===== src/hw/rtl/rbci_ram.sv =====
// Generic single-write, single-read RAM with registered read data.
// No dependencies.
module rbci_ram #(
  parameter int WIDTH = 32,
  parameter int DEPTH = 64
) (
  input  logic                     clk,
  input  logic                     we,
  input  logic [$clog2(DEPTH)-1:0] waddr,
  input  logic [WIDTH-1:0]         wdata,
  input  logic [$clog2(DEPTH)-1:0] raddr,
  output logic [WIDTH-1:0]         rdata
);
  logic [WIDTH-1:0] mem [DEPTH];

  always_ff @(posedge clk) begin
    if (we) begin
      mem[waddr] <= wdata;
    end
    rdata <= mem[raddr];
  end
endmodule


===== config.mk =====
export PLATFORM = sky130hd
export DESIGN_NAME = rbci_ram
export DESIGN_NICKNAME = d
export VERILOG_FILES = /design/src/hw/rtl/rbci_ram.sv
export SDC_FILE = /design/constraint.sdc
export NUM_CORES = 2
export LEC_CHECK = 0
export BUFFER_PORTS_ARGS = -buffer_cell sky130_fd_sc_hd__buf_2
export CORE_MARGIN = 4
export CORE_UTILIZATION = 55
export DETAILED_ROUTE_END_ITERATION = 8
export GPL_TIMING_DRIVEN = 0
export PLACE_DENSITY = 0.75
export SLEW_MARGIN = 10
export SYNTH_ARGS = -nofsm -noshare
export SYNTH_HDL_FRONTEND = slang
export SYNTH_SLANG_ARGS = --single-unit
export TNS_END_PERCENT = 1

===== constraint.sdc =====
create_clock -name clk -period 4 [get_ports clk]
set_input_delay 0.6 -clock clk [delete_from_list [all_inputs] [get_ports clk]]
set_output_delay 0.6 -clock clk [all_outputs]
set_load 0.03 [all_outputs]

# --- Yosys cells after proc, flatten, opt, wreduce, memory -nomap -nowiden ---
# Memories as Yosys holds them, arrays and structs flattened. A register that Yosys moved wholly into a read port is not among the register bits.
# Cells that the tools add are included.
# W data, S select, Z words.
word_totals:
  output_inout_bits: 32
  ramBits: 2048
  ff_bits: 0
  in_bits: 46
  n_memories: 1
op_classes:
  mux: 2
mem_list:
  columns: ["memory", "depth", "width", "read_ports", "rd_ports_with_merged_regs", "wr", "line_no", "rtl"]
  rows:
  - ["mem", 64, 32, 1, 1, 1, "14", "logic [WIDTH-1:0] mem [DEPTH];"]
op_table:
  columns: ["cell", "n"]
  rows:
  - ["$mux W1", 2]

# --- Longest topological paths before layout ---
logic_depth:
  ltp_word: 2
  mapped_depth: 10
  depth_no_buf: 5

# --- Least setup slack after synthesis ---
# Ideal clock, no wire load.
synth_path:
  path_kind: "in2reg"
  start: "input waddr[3]"
  end: "memory mem[48][0], enable pin"
  arrival_ns: 3.299
  slack_ns: 0.240
  path_stages: 4
  cell_sequence: "clkbuf_1 -> nor2b_1 -> nand4b_1 -> nor3_1"
synth_rtl:
  columns: ["element", "line_no", "rtl"]
  rows:
  - ["start: declaration", "9", "input logic [$clog2(DEPTH)-1:0] waddr,"]
  - ["end: declaration", "14", null]
# No word-level cell before the write port.

==> flow_metrics.py <==
metrics = {
    "sta": {
        "timing.final.crit_share": 0.985,
        "fmaxAchievable_mhz": 254,
        "tns_ns": 0,
        "slew_headroom": 0.104,
        "finalMaxSlewViolations": 0,
        "rsz0062_at_grt": "false",
        "fin_skew_ns": 0.0406,
        "hold_viol_final": 0,
        "period_needed_ns": 3.94,
        "finalSetupViolations": 0,
        "tightest_slew_ns": 1.34,
    },
    "floorplan": {
        "num_rows": 138,
        "fp.dieW_um": 386,
        "start_util": 0.554,
        "core_area_um2": 142000,
        "die_area_um2": 149000,
        "die_h_um": 386,
        "pin_count": 78,
    },
    "global_routing": {
        "grt_max_degree": 65,
        "grtUsageTotal": 0.332,
        "grtUsageMet2": 0.487,
        "use_met3": 0.119,
        "met1_usage": 0.437,
        "antenna_found_initial": 19,
        "grt_busiest_layer": "met2",
        "grt_first_pass_wirelength_um": 331000,
        "overflow": 0,
        "grt_pass1_vias": 40700,
    },
    "synth": {
        "synth_xor_area_frac": 0,
        "synth-adder-area-share": 0,
        "synthMuxAreaShare": 0.168,
        "syn_inst": 3324,
        "synth_area_per_cell_um2": 23.6,
        "yosys.area_share.simple": 0.0127,
        "synth_top_area_cell": "edfxtp_1",
        "synth_compound_area_frac": 0.0167,
        "ys.warnings.count": 0,
        "synthTopCellsByArea": "edfxtp_1, mux4_2, mux2i_1",
        "ys_ff_latch": 2080,
        "synth.distinct_cells": 34,
        "ys_seq_area_frac": 0.791,
        "synth_top_family_by_area": "multiplexers",
        "syn_area_um2": 78500,
        "synth_nets": 3370,
        "yosysTopAreaCellShare": 0.783,
    },
    "placed_design": {
        "portBuffers": 69,
        "gp_congestion": 0.896,
        "hpwlAfterDp_um": 151000,
        "placed_cells_incl_taps": 5391,
    },
    "worst_setup_path": {
        "worstPathMaxFanout": 10,
        "crit_path_start_kind": "primary input",
        "setup.worst_path.end_class": "flip-flop",
        "reg2reg_to": "rdata[18]$_DFF_P_",
        "worst-r2r-cell-count": 4,
        "r2r_slack_ns": 1.16,
        "path_class": "primary input to flip-flop",
        "worstPathRequired_ns": 4.68,
        "worstReg2RegStart": "mem[31][18]$_DFFE_PP_",
        "crit_arrival_ns": 4.62,
    },
    "clock_tree": {
        "numCtsBuffers": 196,
        "worstSkewPairLatency_ns": 0.86,
        "ctsHoldBuffers": 0,
        "cts_tree": "done",
        "clock_sinks": 2080,
        "cts-root-buf": "clkbuf_16",
        "clk_pin_slew_ns": 0.06,
        "cts.repair.resized": 0,
        "postCtsSetupBuffers": 0,
        "htree_levels": 4,
        "clk_path_buf_depth": 3,
    },
    "hold_path": {
        "hold_path_class": "primary input to flip-flop",
        "hp-start": "wdata[14]",
        "min_to": "mem[49][14]$_DFFE_PP_",
        "holdPathStages": 1,
    },
    "route": {
        "drc": 0,
        "viasPerCell": 7.15,
        "initialDrtViolationCount": 7946,
        "drt_pass1_iterations": 8,
        "vias": 41200,
        "wire_per_inst_um": 42.2,
        "final_antenna_net_count": 0,
        "routed_wl_um": 243000,
    },
    "final_layout": {
        "area_growth_syn_to_layout_pct": 15.3,
        "nets": 3746,
        "final_cells": 5764,
        "drive_gt1_frac": 0.301,
    },
    "status": {
        "status": "finished clean",
    },
    "power_and_ir_drop": {
        "powerDensity_nw_per_um2": 502,
        "ir_drop_v": 0.000546,
        "p_leak_nw": 28.3,
    },
    "job": {
        "drv_cap": 0,
    },
}
critical path: stages:
cell      delay [ns]
clkbuf_1        0.37
buf_2           0.39
buf_2           0.47
buf_2           0.45
buf_2           0.58
mux2i_1         0.48
a21oi_1         0.36
a21oi_1         0.72
nor2_1          0.17
per-layer routing:
layer	vias to the layer above	share of wire	wire, um
li1	15000	-	-
met5	-	0.0011	264
met2	4132	0.45	109000
met1	21200	0.32	76900
met4	14	0.069	16700
met3	864	0.17	40300
how the worst max path moves through the flow:
stage              from               endpoint  slack, ns
3_5_place_dp   raddr[1]      rdata[19]$_DFF_P_      -0.79
2_1_floorplan  waddr[3]   mem[48][0]$_DFFE_PP_       0.24
6_report       raddr[2]      rdata[19]$_DFF_P_       0.06
4_1_cts        raddr[1]      rdata[19]$_DFF_P_       0.08
3_3_place_gp   waddr[4]  mem[49][26]$_DFFE_PP_      -3.31
5_1_grt        raddr[1]       rdata[3]$_DFF_P_       0.10
power by group:
group	total [W]	internal [W]	switching, W	leakage (nW)
sequential	0.0242	0.0241	0.0000515	18.7
clock	0.0186	0.0105	0.00819	3.12
combinational	0.00261	0.000830	0.00178	6.47
per-stage QoR:
stage | cell area [um^2] | worst slack, ns | total power (W) | hold slack [ns] | util
after floorplan | 78500 | 0.240 | 0.0259 | 0.663 | -
after global placement | 81200 | -3.31 | 0.0270 | 0.822 | 0.573
after detailed placement | 84100 | -0.785 | 0.0272 | 0.823 | 0.593
after CTS | 90500 | 0.0800 | 0.0454 | 0.360 | 0.638
after global routing | 90500 | 0.104 | 0.0465 | 0.206 | 0.639
final | 90600 | 0.0582 | 0.0454 | 0.214 | 0.639
area by class of cell:
class | instances | area, um^2
antenna | 5 | 12.5
buffer | 182 | 900
clock buffer | 258 | 5370
clock inverter | 109 | 1040
fill | 8747 | 51200
multi-input combinational | 1062 | 16000
sequential | 2080 | 62100
tap | 1890 | 2360
timing repair buffer | 178 | 2760
cells by family (layout without fill, tap and decap cells):
logic type / after synthesis / after routing
flip-flops: 2080 / 2080
multiplexers: 637 / 637
AND/OR/NAND/NOR: 223 / 223
AO/OA/AOI/OAI: 202 / 202
buffers and inverters: 182 / 727
other: 0 / 5
flip-flops by register name, indices dropped and copies added, names as in the netlist:
register and cells:
rdata 32, mem 2048
synthesized netlist by cell type:
| cell type | n |
|---|---|
| edfxtp_1 | 2048 |
| a21oi_1 | 62 |
| a311oi_1 | 8 |
| buf_4 | 25 |
| and2_1 | 2 |
| nand2_1 | 26 |
| nand4_1 | 2 |
| dfxtp_1 | 32 |
| a31oi_1 | 1 |
| nand3_1 | 5 |
| or2_0 | 1 |
| buf_1 | 21 |
| o22ai_1 | 84 |
| nor3_1 | 7 |
| a41o_1 | 4 |
| clkbuf_1 | 74 |
| nand3b_1 | 5 |
| o32ai_1 | 4 |
| or3_1 | 3 |
| nand4b_1 | 1 |
| o221ai_1 | 27 |
| mux4_2 | 544 |
| buf_6 | 5 |
| or2_2 | 1 |
| or3b_1 | 2 |
| or3b_2 | 3 |
| buf_2 | 57 |
| nand2b_1 | 8 |
| nor2b_1 | 15 |
| a22oi_1 | 12 |
| mux2i_1 | 93 |
| and3_1 | 4 |
| or2_1 | 1 |
| nor2_1 | 137 |
placed cells by master, fill, tap and decap left out, drive strengths merged, types with 15 or more instances in the layout:
master  instances
a21oi          62
buf           284
bufinv         15
clkbuf        334
clkinv         81
dfxtp          32
edfxtp       2048
mux2i          93
mux4          544
nand2          26
nor2          137
nor2b          15
o221ai         27
o22ai          84
(Power assumes the default switching activity.)
