**src/hw/rtl/rbci_pkg.sv**
```systemverilog
// Shared types, constants and the microcode table of the rigid body contact impulse block.
// Arithmetic helpers for Q16.16 saturation. No dependencies.
package rbci_pkg;

  // Table size and derived address width
  localparam int BODY_COUNT = 64;
  localparam int ADDR_W     = $clog2(BODY_COUNT);
  localparam int IDX_W      = 6;
  localparam int REST_W     = 17;
  localparam int NUM_TMP    = 8;
  localparam int PC_W       = 7;
  localparam int DIV_STEPS  = 48;
  localparam int DCNT_W     = $clog2(DIV_STEPS + 1);

  localparam logic signed [31:0] Q_ONE    = 32'sd65536;
  localparam logic signed [31:0] Q_HALF   = 32'sd32768;
  localparam logic signed [31:0] Q_MAX    = 32'sh7fffffff;
  localparam logic signed [31:0] Q_MIN    = 32'sh80000000;
  localparam logic [REST_W-1:0]  REST_RESET = 17'd26214;

  // Action codes
  localparam logic [1:0] ACT_WRITE   = 2'd0;
  localparam logic [1:0] ACT_READ    = 2'd1;
  localparam logic [1:0] ACT_CONTACT = 2'd2;
  localparam logic [1:0] ACT_CORRECT = 2'd3;

  // Program entry points
  localparam logic [PC_W-1:0] PC_WRITE   = 7'd0;
  localparam logic [PC_W-1:0] PC_CONTACT = 7'd9;
  localparam logic [PC_W-1:0] PC_CORRECT = 7'd71;

  // Body record as stored in the table
  typedef struct packed {
    logic signed [31:0] pos_x;
    logic signed [31:0] pos_y;
    logic signed [31:0] vel_x;
    logic signed [31:0] vel_y;
    logic signed [31:0] spin;
    logic signed [31:0] mass;
    logic signed [31:0] inv_mass;
    logic signed [31:0] inv_inertia;
    logic               fixed;
  } body_t;

  localparam int BODY_W = $bits(body_t);

  // Field indexes inside a body record
  localparam logic [2:0] FLD_PX = 3'd0;
  localparam logic [2:0] FLD_PY = 3'd1;
  localparam logic [2:0] FLD_VX = 3'd2;
  localparam logic [2:0] FLD_VY = 3'd3;
  localparam logic [2:0] FLD_SP = 3'd4;
  localparam logic [2:0] FLD_MS = 3'd5;
  localparam logic [2:0] FLD_IM = 3'd6;
  localparam logic [2:0] FLD_II = 3'd7;

  // Operand groups: upper three bits of an operand code
  localparam logic [2:0] GRP_A = 3'd2;
  localparam logic [2:0] GRP_B = 3'd3;
  localparam logic [2:0] GRP_T = 3'd4;

  // Operand codes: constants and item fields
  localparam logic [5:0] O_ZERO  = 6'd0;
  localparam logic [5:0] O_ONE   = 6'd1;
  localparam logic [5:0] O_HALF  = 6'd2;
  localparam logic [5:0] O_PX    = 6'd3;
  localparam logic [5:0] O_PY    = 6'd4;
  localparam logic [5:0] O_NX    = 6'd5;
  localparam logic [5:0] O_NY    = 6'd6;
  localparam logic [5:0] O_REST1 = 6'd7;
  localparam logic [5:0] O_SPIN  = 6'd8;
  localparam logic [5:0] O_MASS  = 6'd9;
  localparam logic [5:0] O_INER  = 6'd10;
  // Body A fields
  localparam logic [5:0] OA_PX = {GRP_A, FLD_PX};
  localparam logic [5:0] OA_PY = {GRP_A, FLD_PY};
  localparam logic [5:0] OA_VX = {GRP_A, FLD_VX};
  localparam logic [5:0] OA_VY = {GRP_A, FLD_VY};
  localparam logic [5:0] OA_SP = {GRP_A, FLD_SP};
  localparam logic [5:0] OA_MS = {GRP_A, FLD_MS};
  localparam logic [5:0] OA_IM = {GRP_A, FLD_IM};
  localparam logic [5:0] OA_II = {GRP_A, FLD_II};
  // Body B fields
  localparam logic [5:0] OB_PX = {GRP_B, FLD_PX};
  localparam logic [5:0] OB_PY = {GRP_B, FLD_PY};
  localparam logic [5:0] OB_VX = {GRP_B, FLD_VX};
  localparam logic [5:0] OB_VY = {GRP_B, FLD_VY};
  localparam logic [5:0] OB_SP = {GRP_B, FLD_SP};
  localparam logic [5:0] OB_MS = {GRP_B, FLD_MS};
  localparam logic [5:0] OB_IM = {GRP_B, FLD_IM};
  localparam logic [5:0] OB_II = {GRP_B, FLD_II};
  // Scratch registers
  localparam logic [5:0] OT0 = {GRP_T, 3'd0};
  localparam logic [5:0] OT1 = {GRP_T, 3'd1};
  localparam logic [5:0] OT2 = {GRP_T, 3'd2};
  localparam logic [5:0] OT3 = {GRP_T, 3'd3};
  localparam logic [5:0] OT4 = {GRP_T, 3'd4};
  localparam logic [5:0] OT5 = {GRP_T, 3'd5};
  localparam logic [5:0] OT6 = {GRP_T, 3'd6};
  localparam logic [5:0] OT7 = {GRP_T, 3'd7};

  typedef enum logic [2:0] {
    U_ADD, U_SUB, U_NEG, U_MUL, U_DIV, U_DIVZ, U_TEST, U_END
  } op_t;

  typedef enum logic [2:0] {
    C_ALL, C_AMOV, C_BMOV, C_BOTH, C_AFIX, C_BFIX, C_FLAG, C_NFLAG
  } cond_t;

  typedef struct packed {
    op_t        op;
    cond_t      cond;
    logic [5:0] dst;
    logic [5:0] sx;
    logic [5:0] sy;
  } uop_t;

  typedef enum logic [3:0] {
    ST_IDLE, ST_RDA, ST_RDB, ST_LDB, ST_RUN, ST_DIVW, ST_WBA, ST_WBB, ST_DONE
  } state_t;

  // Divider request from the sequencer
  typedef struct packed {
    logic start;
    logic zero_to_zero;
  } div_req_t;

  function automatic logic signed [31:0] sat64(input logic signed [63:0] v);
    logic signed [31:0] r;
    if (v > 64'sh000000007fffffff) r = Q_MAX;
    else if (v < -64'sh0000000080000000) r = Q_MIN;
    else r = v[31:0];
    return r;
  endfunction

  function automatic uop_t mk(input op_t o, input cond_t c, input logic [5:0] d,
                              input logic [5:0] x, input logic [5:0] y);
    uop_t u;
    u.op = o; u.cond = c; u.dst = d; u.sx = x; u.sy = y;
    return u;
  endfunction

  // Microcode: write body, contact impulse, penetration correction
  function automatic uop_t ucode(input logic [PC_W-1:0] pc);
    uop_t u;
    case (pc)
      // write body
      7'd0:  u = mk(U_ADD, C_ALL, OA_PX, O_PX, O_ZERO);
      7'd1:  u = mk(U_ADD, C_ALL, OA_PY, O_PY, O_ZERO);
      7'd2:  u = mk(U_ADD, C_ALL, OA_VX, O_NX, O_ZERO);
      7'd3:  u = mk(U_ADD, C_ALL, OA_VY, O_NY, O_ZERO);
      7'd4:  u = mk(U_ADD, C_ALL, OA_SP, O_SPIN, O_ZERO);
      7'd5:  u = mk(U_ADD, C_ALL, OA_MS, O_MASS, O_ZERO);
      7'd6:  u = mk(U_DIV, C_ALL, OA_IM, O_ONE, O_MASS);
      7'd7:  u = mk(U_DIV, C_ALL, OA_II, O_ONE, O_INER);
      7'd8:  u = mk(U_END, C_ALL, O_ZERO, O_ZERO, O_ZERO);
      // contact: point velocities and normal speed
      7'd9:  u = mk(U_SUB, C_ALL, OT0, O_PX, OA_PX);
      7'd10: u = mk(U_SUB, C_ALL, OT1, O_PY, OA_PY);
      7'd11: u = mk(U_MUL, C_ALL, OT2, OT1, OA_SP);
      7'd12: u = mk(U_NEG, C_ALL, OT2, OT2, O_ZERO);
      7'd13: u = mk(U_ADD, C_ALL, OT2, OA_VX, OT2);
      7'd14: u = mk(U_MUL, C_ALL, OT3, OT0, OA_SP);
      7'd15: u = mk(U_ADD, C_ALL, OT3, OA_VY, OT3);
      7'd16: u = mk(U_SUB, C_ALL, OT4, O_PX, OB_PX);
      7'd17: u = mk(U_SUB, C_ALL, OT5, O_PY, OB_PY);
      7'd18: u = mk(U_MUL, C_ALL, OT6, OT5, OB_SP);
      7'd19: u = mk(U_NEG, C_ALL, OT6, OT6, O_ZERO);
      7'd20: u = mk(U_ADD, C_ALL, OT6, OB_VX, OT6);
      7'd21: u = mk(U_SUB, C_ALL, OT2, OT2, OT6);
      7'd22: u = mk(U_MUL, C_ALL, OT6, OT4, OB_SP);
      7'd23: u = mk(U_ADD, C_ALL, OT6, OB_VY, OT6);
      7'd24: u = mk(U_SUB, C_ALL, OT3, OT3, OT6);
      7'd25: u = mk(U_MUL, C_ALL, OT2, OT2, O_NX);
      7'd26: u = mk(U_MUL, C_ALL, OT3, OT3, O_NY);
      7'd27: u = mk(U_ADD, C_ALL, OT2, OT2, OT3);
      7'd28: u = mk(U_TEST, C_ALL, O_ZERO, OT2, O_ZERO);
      // effective mass denominator
      7'd29: u = mk(U_ADD, C_ALL, OT3, O_ZERO, O_ZERO);
      7'd30: u = mk(U_MUL, C_AMOV, OT6, OT0, O_NY);
      7'd31: u = mk(U_MUL, C_AMOV, OT7, OT1, O_NX);
      7'd32: u = mk(U_SUB, C_AMOV, OT6, OT6, OT7);
      7'd33: u = mk(U_MUL, C_AMOV, OT6, OT6, OT6);
      7'd34: u = mk(U_MUL, C_AMOV, OT6, OT6, OA_II);
      7'd35: u = mk(U_ADD, C_AMOV, OT6, OA_IM, OT6);
      7'd36: u = mk(U_ADD, C_AMOV, OT3, OT3, OT6);
      7'd37: u = mk(U_MUL, C_BMOV, OT6, OT4, O_NY);
      7'd38: u = mk(U_MUL, C_BMOV, OT7, OT5, O_NX);
      7'd39: u = mk(U_SUB, C_BMOV, OT6, OT6, OT7);
      7'd40: u = mk(U_MUL, C_BMOV, OT6, OT6, OT6);
      7'd41: u = mk(U_MUL, C_BMOV, OT6, OT6, OB_II);
      7'd42: u = mk(U_ADD, C_BMOV, OT6, OB_IM, OT6);
      7'd43: u = mk(U_ADD, C_BMOV, OT3, OT3, OT6);
      // impulse magnitude and vector
      7'd44: u = mk(U_MUL, C_ALL, OT6, OT2, O_REST1);
      7'd45: u = mk(U_DIVZ, C_ALL, OT3, OT6, OT3);
      7'd46: u = mk(U_MUL, C_ALL, OT6, O_NX, OT3);
      7'd47: u = mk(U_NEG, C_ALL, OT6, OT6, O_ZERO);
      7'd48: u = mk(U_MUL, C_ALL, OT7, O_NY, OT3);
      7'd49: u = mk(U_NEG, C_ALL, OT7, OT7, O_ZERO);
      // apply to body A
      7'd50: u = mk(U_MUL, C_AMOV, OT2, OT0, OT7);
      7'd51: u = mk(U_MUL, C_AMOV, OT3, OT1, OT6);
      7'd52: u = mk(U_SUB, C_AMOV, OT2, OT2, OT3);
      7'd53: u = mk(U_MUL, C_AMOV, OT2, OT2, OA_II);
      7'd54: u = mk(U_ADD, C_AMOV, OA_SP, OA_SP, OT2);
      7'd55: u = mk(U_MUL, C_AMOV, OT2, OT6, OA_IM);
      7'd56: u = mk(U_ADD, C_AMOV, OA_VX, OA_VX, OT2);
      7'd57: u = mk(U_MUL, C_AMOV, OT2, OT7, OA_IM);
      7'd58: u = mk(U_ADD, C_AMOV, OA_VY, OA_VY, OT2);
      // apply the opposite impulse to body B
      7'd59: u = mk(U_NEG, C_ALL, OT6, OT6, O_ZERO);
      7'd60: u = mk(U_NEG, C_ALL, OT7, OT7, O_ZERO);
      7'd61: u = mk(U_MUL, C_BMOV, OT2, OT4, OT7);
      7'd62: u = mk(U_MUL, C_BMOV, OT3, OT5, OT6);
      7'd63: u = mk(U_SUB, C_BMOV, OT2, OT2, OT3);
      7'd64: u = mk(U_MUL, C_BMOV, OT2, OT2, OB_II);
      7'd65: u = mk(U_ADD, C_BMOV, OB_SP, OB_SP, OT2);
      7'd66: u = mk(U_MUL, C_BMOV, OT2, OT6, OB_IM);
      7'd67: u = mk(U_ADD, C_BMOV, OB_VX, OB_VX, OT2);
      7'd68: u = mk(U_MUL, C_BMOV, OT2, OT7, OB_IM);
      7'd69: u = mk(U_ADD, C_BMOV, OB_VY, OB_VY, OT2);
      7'd70: u = mk(U_END, C_ALL, O_ZERO, O_ZERO, O_ZERO);
      // penetration correction: line direction
      7'd71: u = mk(U_NEG, C_FLAG, OT0, O_PX, O_ZERO);
      7'd72: u = mk(U_ADD, C_NFLAG, OT0, O_PX, O_ZERO);
      7'd73: u = mk(U_NEG, C_FLAG, OT1, O_PY, O_ZERO);
      7'd74: u = mk(U_ADD, C_NFLAG, OT1, O_PY, O_ZERO);
      // both movable: split by mass
      7'd75: u = mk(U_ADD, C_BOTH, OT2, OA_MS, OB_MS);
      7'd76: u = mk(U_DIV, C_BOTH, OT2, OA_MS, OT2);
      7'd77: u = mk(U_SUB, C_BOTH, OT3, O_ONE, OT2);
      7'd78: u = mk(U_MUL, C_BOTH, OT4, OT0, O_HALF);
      7'd79: u = mk(U_MUL, C_BOTH, OT5, OT1, O_HALF);
      7'd80: u = mk(U_MUL, C_BOTH, OT6, OT4, OT2);
      7'd81: u = mk(U_SUB, C_BOTH, OA_PX, OA_PX, OT6);
      7'd82: u = mk(U_MUL, C_BOTH, OT6, OT5, OT2);
      7'd83: u = mk(U_SUB, C_BOTH, OA_PY, OA_PY, OT6);
      7'd84: u = mk(U_MUL, C_BOTH, OT6, OT4, OT3);
      7'd85: u = mk(U_ADD, C_BOTH, OB_PX, OB_PX, OT6);
      7'd86: u = mk(U_MUL, C_BOTH, OT6, OT5, OT3);
      7'd87: u = mk(U_ADD, C_BOTH, OB_PY, OB_PY, OT6);
      // fixed body pushes
      7'd88: u = mk(U_ADD, C_AFIX, OB_PX, OB_PX, OT0);
      7'd89: u = mk(U_ADD, C_AFIX, OB_PY, OB_PY, OT1);
      7'd90: u = mk(U_SUB, C_BFIX, OA_PX, OA_PX, OT0);
      7'd91: u = mk(U_SUB, C_BFIX, OA_PY, OA_PY, OT1);
      default: u = mk(U_END, C_ALL, O_ZERO, O_ZERO, O_ZERO);
    endcase
    return u;
  endfunction

  function automatic logic signed [31:0] get_field(input body_t b, input logic [2:0] f);
    logic signed [31:0] v;
    case (f)
      FLD_PX:  v = b.pos_x;
      FLD_PY:  v = b.pos_y;
      FLD_VX:  v = b.vel_x;
      FLD_VY:  v = b.vel_y;
      FLD_SP:  v = b.spin;
      FLD_MS:  v = b.mass;
      FLD_IM:  v = b.inv_mass;
      default: v = b.inv_inertia;
    endcase
    return v;
  endfunction

  function automatic body_t put_field(input body_t b, input logic [2:0] f,
                                      input logic signed [31:0] v);
    body_t r;
    r = b;
    case (f)
      FLD_PX:  r.pos_x = v;
      FLD_PY:  r.pos_y = v;
      FLD_VX:  r.vel_x = v;
      FLD_VY:  r.vel_y = v;
      FLD_SP:  r.spin = v;
      FLD_MS:  r.mass = v;
      FLD_IM:  r.inv_mass = v;
      default: r.inv_inertia = v;
    endcase
    return r;
  endfunction

endpackage

```
**src/hw/rtl/rbci_div.sv**
```systemverilog
// Iterative Q16.16 divider, one quotient bit per cycle, saturating result.
// Depends on rbci_pkg.
module rbci_div (
  input  logic                 clk,
  input  logic                 rst_n,
  input  rbci_pkg::div_req_t   req,
  input  logic signed [31:0]   num,
  input  logic signed [31:0]   den,
  output logic                 done,
  output logic signed [31:0]   quo
);
  import rbci_pkg::*;

  logic                     busy_r, done_r, neg_r, zero_r;
  logic [DCNT_W-1:0]        cnt_r;
  logic [DIV_STEPS-1:0]     dvd_r;
  logic [31:0]              rem_r, dvs_r;
  logic signed [31:0]       zval_r;
  logic [31:0]              num_mag, den_mag;
  logic [32:0]              rem_sh, diff;
  logic                     ge;

  assign num_mag = num[31] ? (~num + 32'd1) : num;
  assign den_mag = den[31] ? (~den + 32'd1) : den;
  assign rem_sh  = {rem_r, dvd_r[DIV_STEPS-1]};
  assign diff    = rem_sh - {1'b0, dvs_r};
  assign ge      = rem_sh >= {1'b0, dvs_r};

  // Control
  always_ff @(posedge clk) begin
    if (!rst_n) begin
      busy_r <= 1'b0;
      done_r <= 1'b0;
      cnt_r  <= '0;
    end else begin
      done_r <= 1'b0;
      if (req.start) begin
        if (den == 32'sd0) begin
          done_r <= 1'b1;
        end else begin
          busy_r <= 1'b1;
          cnt_r  <= DCNT_W'(DIV_STEPS);
        end
      end else if (busy_r) begin
        cnt_r <= cnt_r - 1'b1;
        if (cnt_r == DCNT_W'(1)) begin
          busy_r <= 1'b0;
          done_r <= 1'b1;
        end
      end
    end
  end

  // Restoring division datapath; quotient bits shift into the dividend register
  always_ff @(posedge clk) begin
    if (req.start) begin
      zero_r <= (den == 32'sd0);
      if (req.zero_to_zero || num == 32'sd0) zval_r <= 32'sd0;
      else if (num[31])                      zval_r <= Q_MIN;
      else                                   zval_r <= Q_MAX;
      neg_r  <= num[31] ^ den[31];
      dvd_r  <= {num_mag, 16'd0};
      dvs_r  <= den_mag;
      rem_r  <= '0;
    end else if (busy_r) begin
      rem_r <= ge ? diff[31:0] : rem_sh[31:0];
      dvd_r <= {dvd_r[DIV_STEPS-2:0], ge};
    end
  end

  // Sign and saturation
  always_comb begin
    if (zero_r) begin
      quo = zval_r;
    end else if (neg_r) begin
      if (dvd_r > 48'h0000_8000_0000) quo = Q_MIN;
      else                            quo = -$signed(dvd_r[31:0]);
    end else begin
      if (dvd_r > 48'h0000_7fff_ffff) quo = Q_MAX;
      else                            quo = $signed(dvd_r[31:0]);
    end
  end

  assign done = done_r;
endmodule

```
**config.mk**
```make
export PLATFORM = sky130hd
export DESIGN_NAME = rbci_div
export DESIGN_NICKNAME = d
export VERILOG_FILES = /design/src/hw/rtl/rbci_pkg.sv /design/src/hw/rtl/rbci_div.sv
export SDC_FILE = /design/constraint.sdc
export NUM_CORES = 1
export LEC_CHECK = 0
export BUFFER_PORTS_ARGS = -buffer_cell sky130_fd_sc_hd__buf_2
export CAP_MARGIN = 40
export CORE_UTILIZATION = 54
export CTS_CLUSTER_DIAMETER = 80
export DETAILED_ROUTE_END_ITERATION = 8
export GPL_ROUTABILITY_DRIVEN = 0
export PLACE_DENSITY = 0.74
export SETUP_SLACK_MARGIN = 0.2
export SYNTH_ARGS = -nofsm -noshare
export SYNTH_HDL_FRONTEND = slang
export SYNTH_SLANG_ARGS = --single-unit
```
**constraint.sdc**
```tcl
create_clock -name clk -period 3.8 [get_ports clk]
set_input_delay 0.38 -clock clk [delete_from_list [all_inputs] [get_ports clk]]
set_output_delay 0.38 -clock clk [all_outputs]
set_load 0.05 [all_outputs]
```
== Word level (Yosys, flattened, before mapping) ==
Cells that the tools add are included.

* Flip-flop bits (word level): 154
* Input port bits: 68
* Output and inout bits: 33
* Logic and storage cells: 50

* Add/subtract/negate cells: 5
* Order comparisons: 3
* Eq/ne operators: 2
* Muxes and demuxes: 21
* Bitwise gates (word level): 3
* Reduce and logical (&&, ||, !) cells: 5

{| class="wikitable"
|+ Operator list
! cell !! count
|-
| $mux 32 || 7
|-
| $mux 48 || 2
|-
| $add 32x1->32 const B || 2
|-
| $logic_not 32->1 || 2
|-
| $not 32->32 || 2
|-
| $gt 48x31->1 const B || 1
|-
| $gt 48x32->1 const B || 1
|-
| $ge 33x32->1 || 1
|-
| $neg 32->32 || 1
|-
| $sub 32x32->32 || 1
|-
| $mux 31 || 1
|-
| $mux 6 || 3
|-
| $mux 1 || 8
|-
| $eq 6x1->1 const B || 1
|-
| $sub 6x1->6 const B || 1
|-
| $ne 2x2->1 const B || 1
|-
| $reduce_and 2->1 || 1
|-
| $reduce_bool 2->1 || 1
|-
| $logic_or 1x1->1 || 1
|-
| $xor 1x1->1 || 1
|}

== Depth between registers and ports, before layout ==
* Depth after elaboration: 4
* Depth in mapped cells: 13
* Depth with buffers taken out: 12

== Worst setup path before layout ==
OpenSTA, ideal clock, no wires.

* Path kind: register to output
* Start point: reg dvd_r[1]
* End point: out quo[15]
* Data arrival time: 3.862 ns
* Required time: 3.420 ns
* Setup slack: -0.442 ns
* Stages on the path, launching flop included: 12
* Buffers on the path: 2
* Cell sequence: dfxtp_1 -> inv_1 -> ha_1 -> or3b_2 -> and4b_1 -> buf_2 -> nand4_1 -> o41a_1 -> or2_2 -> clkbuf_1 -> o21a_1 -> o31ai_1

* Word-level cells in the longest chain between the ends: 4
* Elaborated cells on any way between the ends: 7
* Those cells by class: 1 x add/sub; 2 x order compare; 4 x mux

{| class="wikitable"
|+ Ends and longest elaborated chain
! element !! line !! RTL
|-
| start: declaration || rbci_div.sv:16 || <nowiki>logic [DIV_STEPS-1:0] dvd_r;</nowiki>
|-
| start signal: assignment || rbci_div.sv:62 || <nowiki>dvd_r <= {num_mag, 16'd0};</nowiki>
|-
| start signal: assignment || rbci_div.sv:67 || <nowiki>dvd_r <= {dvd_r[DIV_STEPS-2:0], ge};</nowiki>
|-
| $gt 48x31->1 (tied with other cells) || rbci_div.sv:79 || <nowiki>if (dvd_r > 48'h0000_7fff_ffff) quo = Q_MAX;</nowiki>
|-
| $mux 32, on equally long branches || rbci_div.sv:79, rbci_div.sv:76 ||
|-
| $mux 32 (*) || rbci_div.sv:75 || <nowiki>end else if (neg_r) begin</nowiki>
|-
| $mux 32 (*) || rbci_div.sv:73 || <nowiki>if (zero_r) begin</nowiki>
|-
| end: declaration || rbci_div.sv:10 || <nowiki>output logic signed [31:0] quo</nowiki>
|}

Mark *: on every way between the ends. The rest lies on a longest branch, timed or not.

== Final worst setup path ==
* Start point: reg dvd_r[0]
* End point: out quo[22]

The elaborated chain is that of the path after synthesis.

==> results.toml <==
[finish]
mostFrequentLayoutCell = "nand2_1"
drive_gt1_share_pct = 21.0
final_nets = 1319
area_growth_pct = 22.8
fin_cells = 1446
finish.utilization_pct = 67.7
fillers = 1379
multi_input_area_mm2 = 0.00598
diodes = 0
final_cell_mix = "123 x nand2_1, 87 x nor2_1, 86 x o21ai_0"
ff_latch_area_mm2 = 0.00317
final_area_mm2 = 0.0112

[floorplanning]
dieWidth_um = 132
die_area_mm2 = 0.0175
initial_core_util_pct = 55.1
core-area_mm2 = 0.0166
rows = 47
ios = 101
die_h_um = 132

[critical_path]
critPathRequiredTime_ns = 3.42
path_class = "reg2out"
critical-path-slowest-cell = "o41a_1"
cp_cell_sequence = "inv_1 -> ha_4 -> or3b_4 -> and4b_2 -> nand4_1 -> o41a_1 -> or2_4 -> nor2_4 -> a21o_1 -> a21oi_1 -> o21ai_2 -> buf_6"
end_kind = "output port"
regToRegSetupSlack_ns = 0.46
r2r_start = "dvs_r[1]$_DFFE_PP_"
worst_r2r_path_depth = 12
path_max_fanout = 7
crit_path_max_incr_delay_ns = 0.47
cp.arrival_ns = 3.37
r2r-end = "rem_r[6]$_SDFFE_PP0P_"
cp-start-kind = "flop"

[timing]
layout_min_cycle_time_ns = 3.75
rsz0062_at_grt = "true"
hold_viol_final = 0
fin_ws_ns = 0.0494
setup_viol_count_final = 0
finalClockSkew_ns = 0.0111
hold_ws_ns = 0.169
finalCritPeriodShare_pct = 98.7
slew_headroom_pct = 32.6
tightest_slew_ns = 0.985
drv_slew = 0
fmax_mhz = 267

[synthesis]
synth_enable_flop_cells = 68
synth_nets = 1217
syn_area_mm2 = 0.00914
avgSynthCellArea_um2 = 8.23
yosysUniqueCellTypes = 66
yosysWarnings = 0
ys_ff_latch = 124
synthArstFlopShare_pct = 0
synth-seq-area-share_pct = 34.6
synth-main-ff-cell = "edfxtp_1"
synthCells = 1111

[placed_design]
post_dp_cell_area_mm2 = 0.0101
pre_cts_ws_ns = -0.00985
place_hpwl_mm = 17.0
place_inst = 1399
io_buffers = 100

[clocking]
path_clk_slew_ns = 0.06
cts_sinks = 124
cts-hold-fix-buffers = 0
ctsLongestPathBuffers = 2
root_buffer = "clkbuf_16"
worstSkewPairLatency_ns = 0.43
cts_buffers = 17
ctsHtreeMaxLevel = 4
cts_tree = "done"

[drt]
drt_pass1_iterations = 5
wl_per_cell_um = 16.7
drc = 0
drt-initial-drc-count = 623
num_vias = 8904
routed_wl_mm = 24.2
via_per_inst = 6.16
drtAntennaViolNets = 0

[grt]
grt_pass1_vias = 8134
gr-total-overflow = 0
grt_pass1_wl_mm = 39.3
track_usage_pct = 27.8
grt_max_degree = 69
grt_antenna_before_repair = 1

[job]
cap_violations = 0

[hold_path]
hold_depth = 1
hold_start = "den[0]"
hold_end = "dvs_r[0]$_DFFE_PP_"
hold_path.class = "in2reg"

[pwr]
power_switching_share_pct = 32.7
combPwrFrac_pct = 29.2
pwr-share-clk_pct = 35.3
switchingPower_mw = 1.53
seqPwrFrac_pct = 35.5
internal-power_mw = 3.14
p_leak_nw = 4.50
ir_drop_uv = 311
p_per_area_mw_per_mm2 = 416

[outcome]
status = "complete, no violations"
## power by group through the flow
stage          clock, mW  combinational [mW]  sequential (mW)
3_5_place_dp           0                1.25             1.68
4_1_cts             1.67                1.29             1.65
5_1_grt             1.73                1.49             1.67
2_1_floorplan          0               0.944             1.64
6_report            1.65                1.36             1.66
3_3_place_gp           0                1.23             1.68
## per-stage QoR
step / total power [mW] / TNS (ns)
2_1_floorplan: 2.58 / -0.0168
6_report: 4.67 / 0
3_3_place_gp: 2.90 / 0
5_1_grt: 4.89 / -0.249
3_5_place_dp: 2.92 / -0.0207
4_1_cts: 4.61 / 0
## synth_stat cells, drive strengths merged (16+ instances only)
cell	number	share of area (%)
nand2	125	5.1
o21ai	107	5.9
nor2	97	4.0
edfxtp	68	22
dfxtp	56	12
inv	55	2.3
clkbuf	54	2.2
a21oi	50	2.7
xnor2	50	4.8
ha	37	5.1
xor2	36	3.4
a21o	29	2.4
nand3	29	1.6
o31ai	29	2.4
nor3	23	1.3
mux2i	19	2.1
nor4	17	1.2
a311oi	16	1.5
a31oi	16	1.1
## metal layers
layer | routed length (um) | global-route usage, % | up-vias
li1 | - | - | 4301
met1 | 10600 | 35.4 | 4163
met2 | 11300 | 46.1 | 385
met3 | 1550 | 5.38 | 53
met4 | 653 | 11.6 | 2
met5 | 9 | 0 | -
## final cells by class
class	count	share of cell area, %
Timing Repair Buffer	142	8.88
Multi-Input combinational cell	873	53.3
Clock inverter	12	1.30
Tap cell	220	2.45
Sequential cell	124	28.2
Inverter	55	1.84
Clock buffer	20	4.07
## state kept, by name (all words and copies together) (netlist names)
name / flops
dvs_r: 32
dvd_r: 48
neg_r: 1
cnt_r: 6
zero_r: 1
zval_r: 2
rem_r: 32
busy_r: 1
done: 1
## how the worst max path moves through the flow
stage | startpoint | to | slack, ns | depth (start not counted)
2_1_floorplan | dvd_r[1]$_SDFFE_PP0P_ | quo[15] | -0.02 | 11
3_3_place_gp | dvd_r[1]$_SDFFE_PP0P_ | quo[27] | 0.1 | 12
3_5_place_dp | dvd_r[1]$_SDFFE_PP0P_ | quo[16] | -0.01 | 11
4_1_cts | dvd_r[0]$_SDFFE_PP0P_ | quo[7] | 0.19 | 13
5_1_grt | dvd_r[0]$_SDFFE_PP0P_ | quo[22] | -0.05 | 12
6_report | dvd_r[0]$_SDFFE_PP0P_ | quo[22] | 0.05 | 12
## critical path, delay by kind of cell, from the launching register on
family | cells | cell delay (ns)
flip-flops | 1 | 0.32
AO/OA/AOI/OAI | 4 | 0.88
adder cells (fa/ha/maj) | 1 | 0.13
buffers and inverters | 2 | 0.28
AND/OR/NAND/NOR | 5 | 1.32
## logic make-up (layout without fill, tap and decap cells)
| kind of cell | after synthesis | after routing | share of synthesized area (%) |
|---|---|---|---|
| XOR/XNOR | 86 | 86 | 8.24 |
| flip-flops | 124 | 124 | 34.6 |
| AO/OA/AOI/OAI | 331 | 331 | 23.7 |
| AND/OR/NAND/NOR | 398 | 399 | 21.3 |
| multiplexers | 19 | 19 | 2.08 |
| adder cells (fa/ha/maj) | 38 | 38 | 5.28 |
| buffers and inverters | 115 | 229 | 4.75 |
## repair_timing
item / in CTS / in global routing
gates cloned: 0 / 1
setup buffers: 7 / 7
endpoints found under the setup margin: 32 / 50
pin swaps: 7 / 21
resized for setup: 46 / 79
Power figures use the tool's default switching activity.
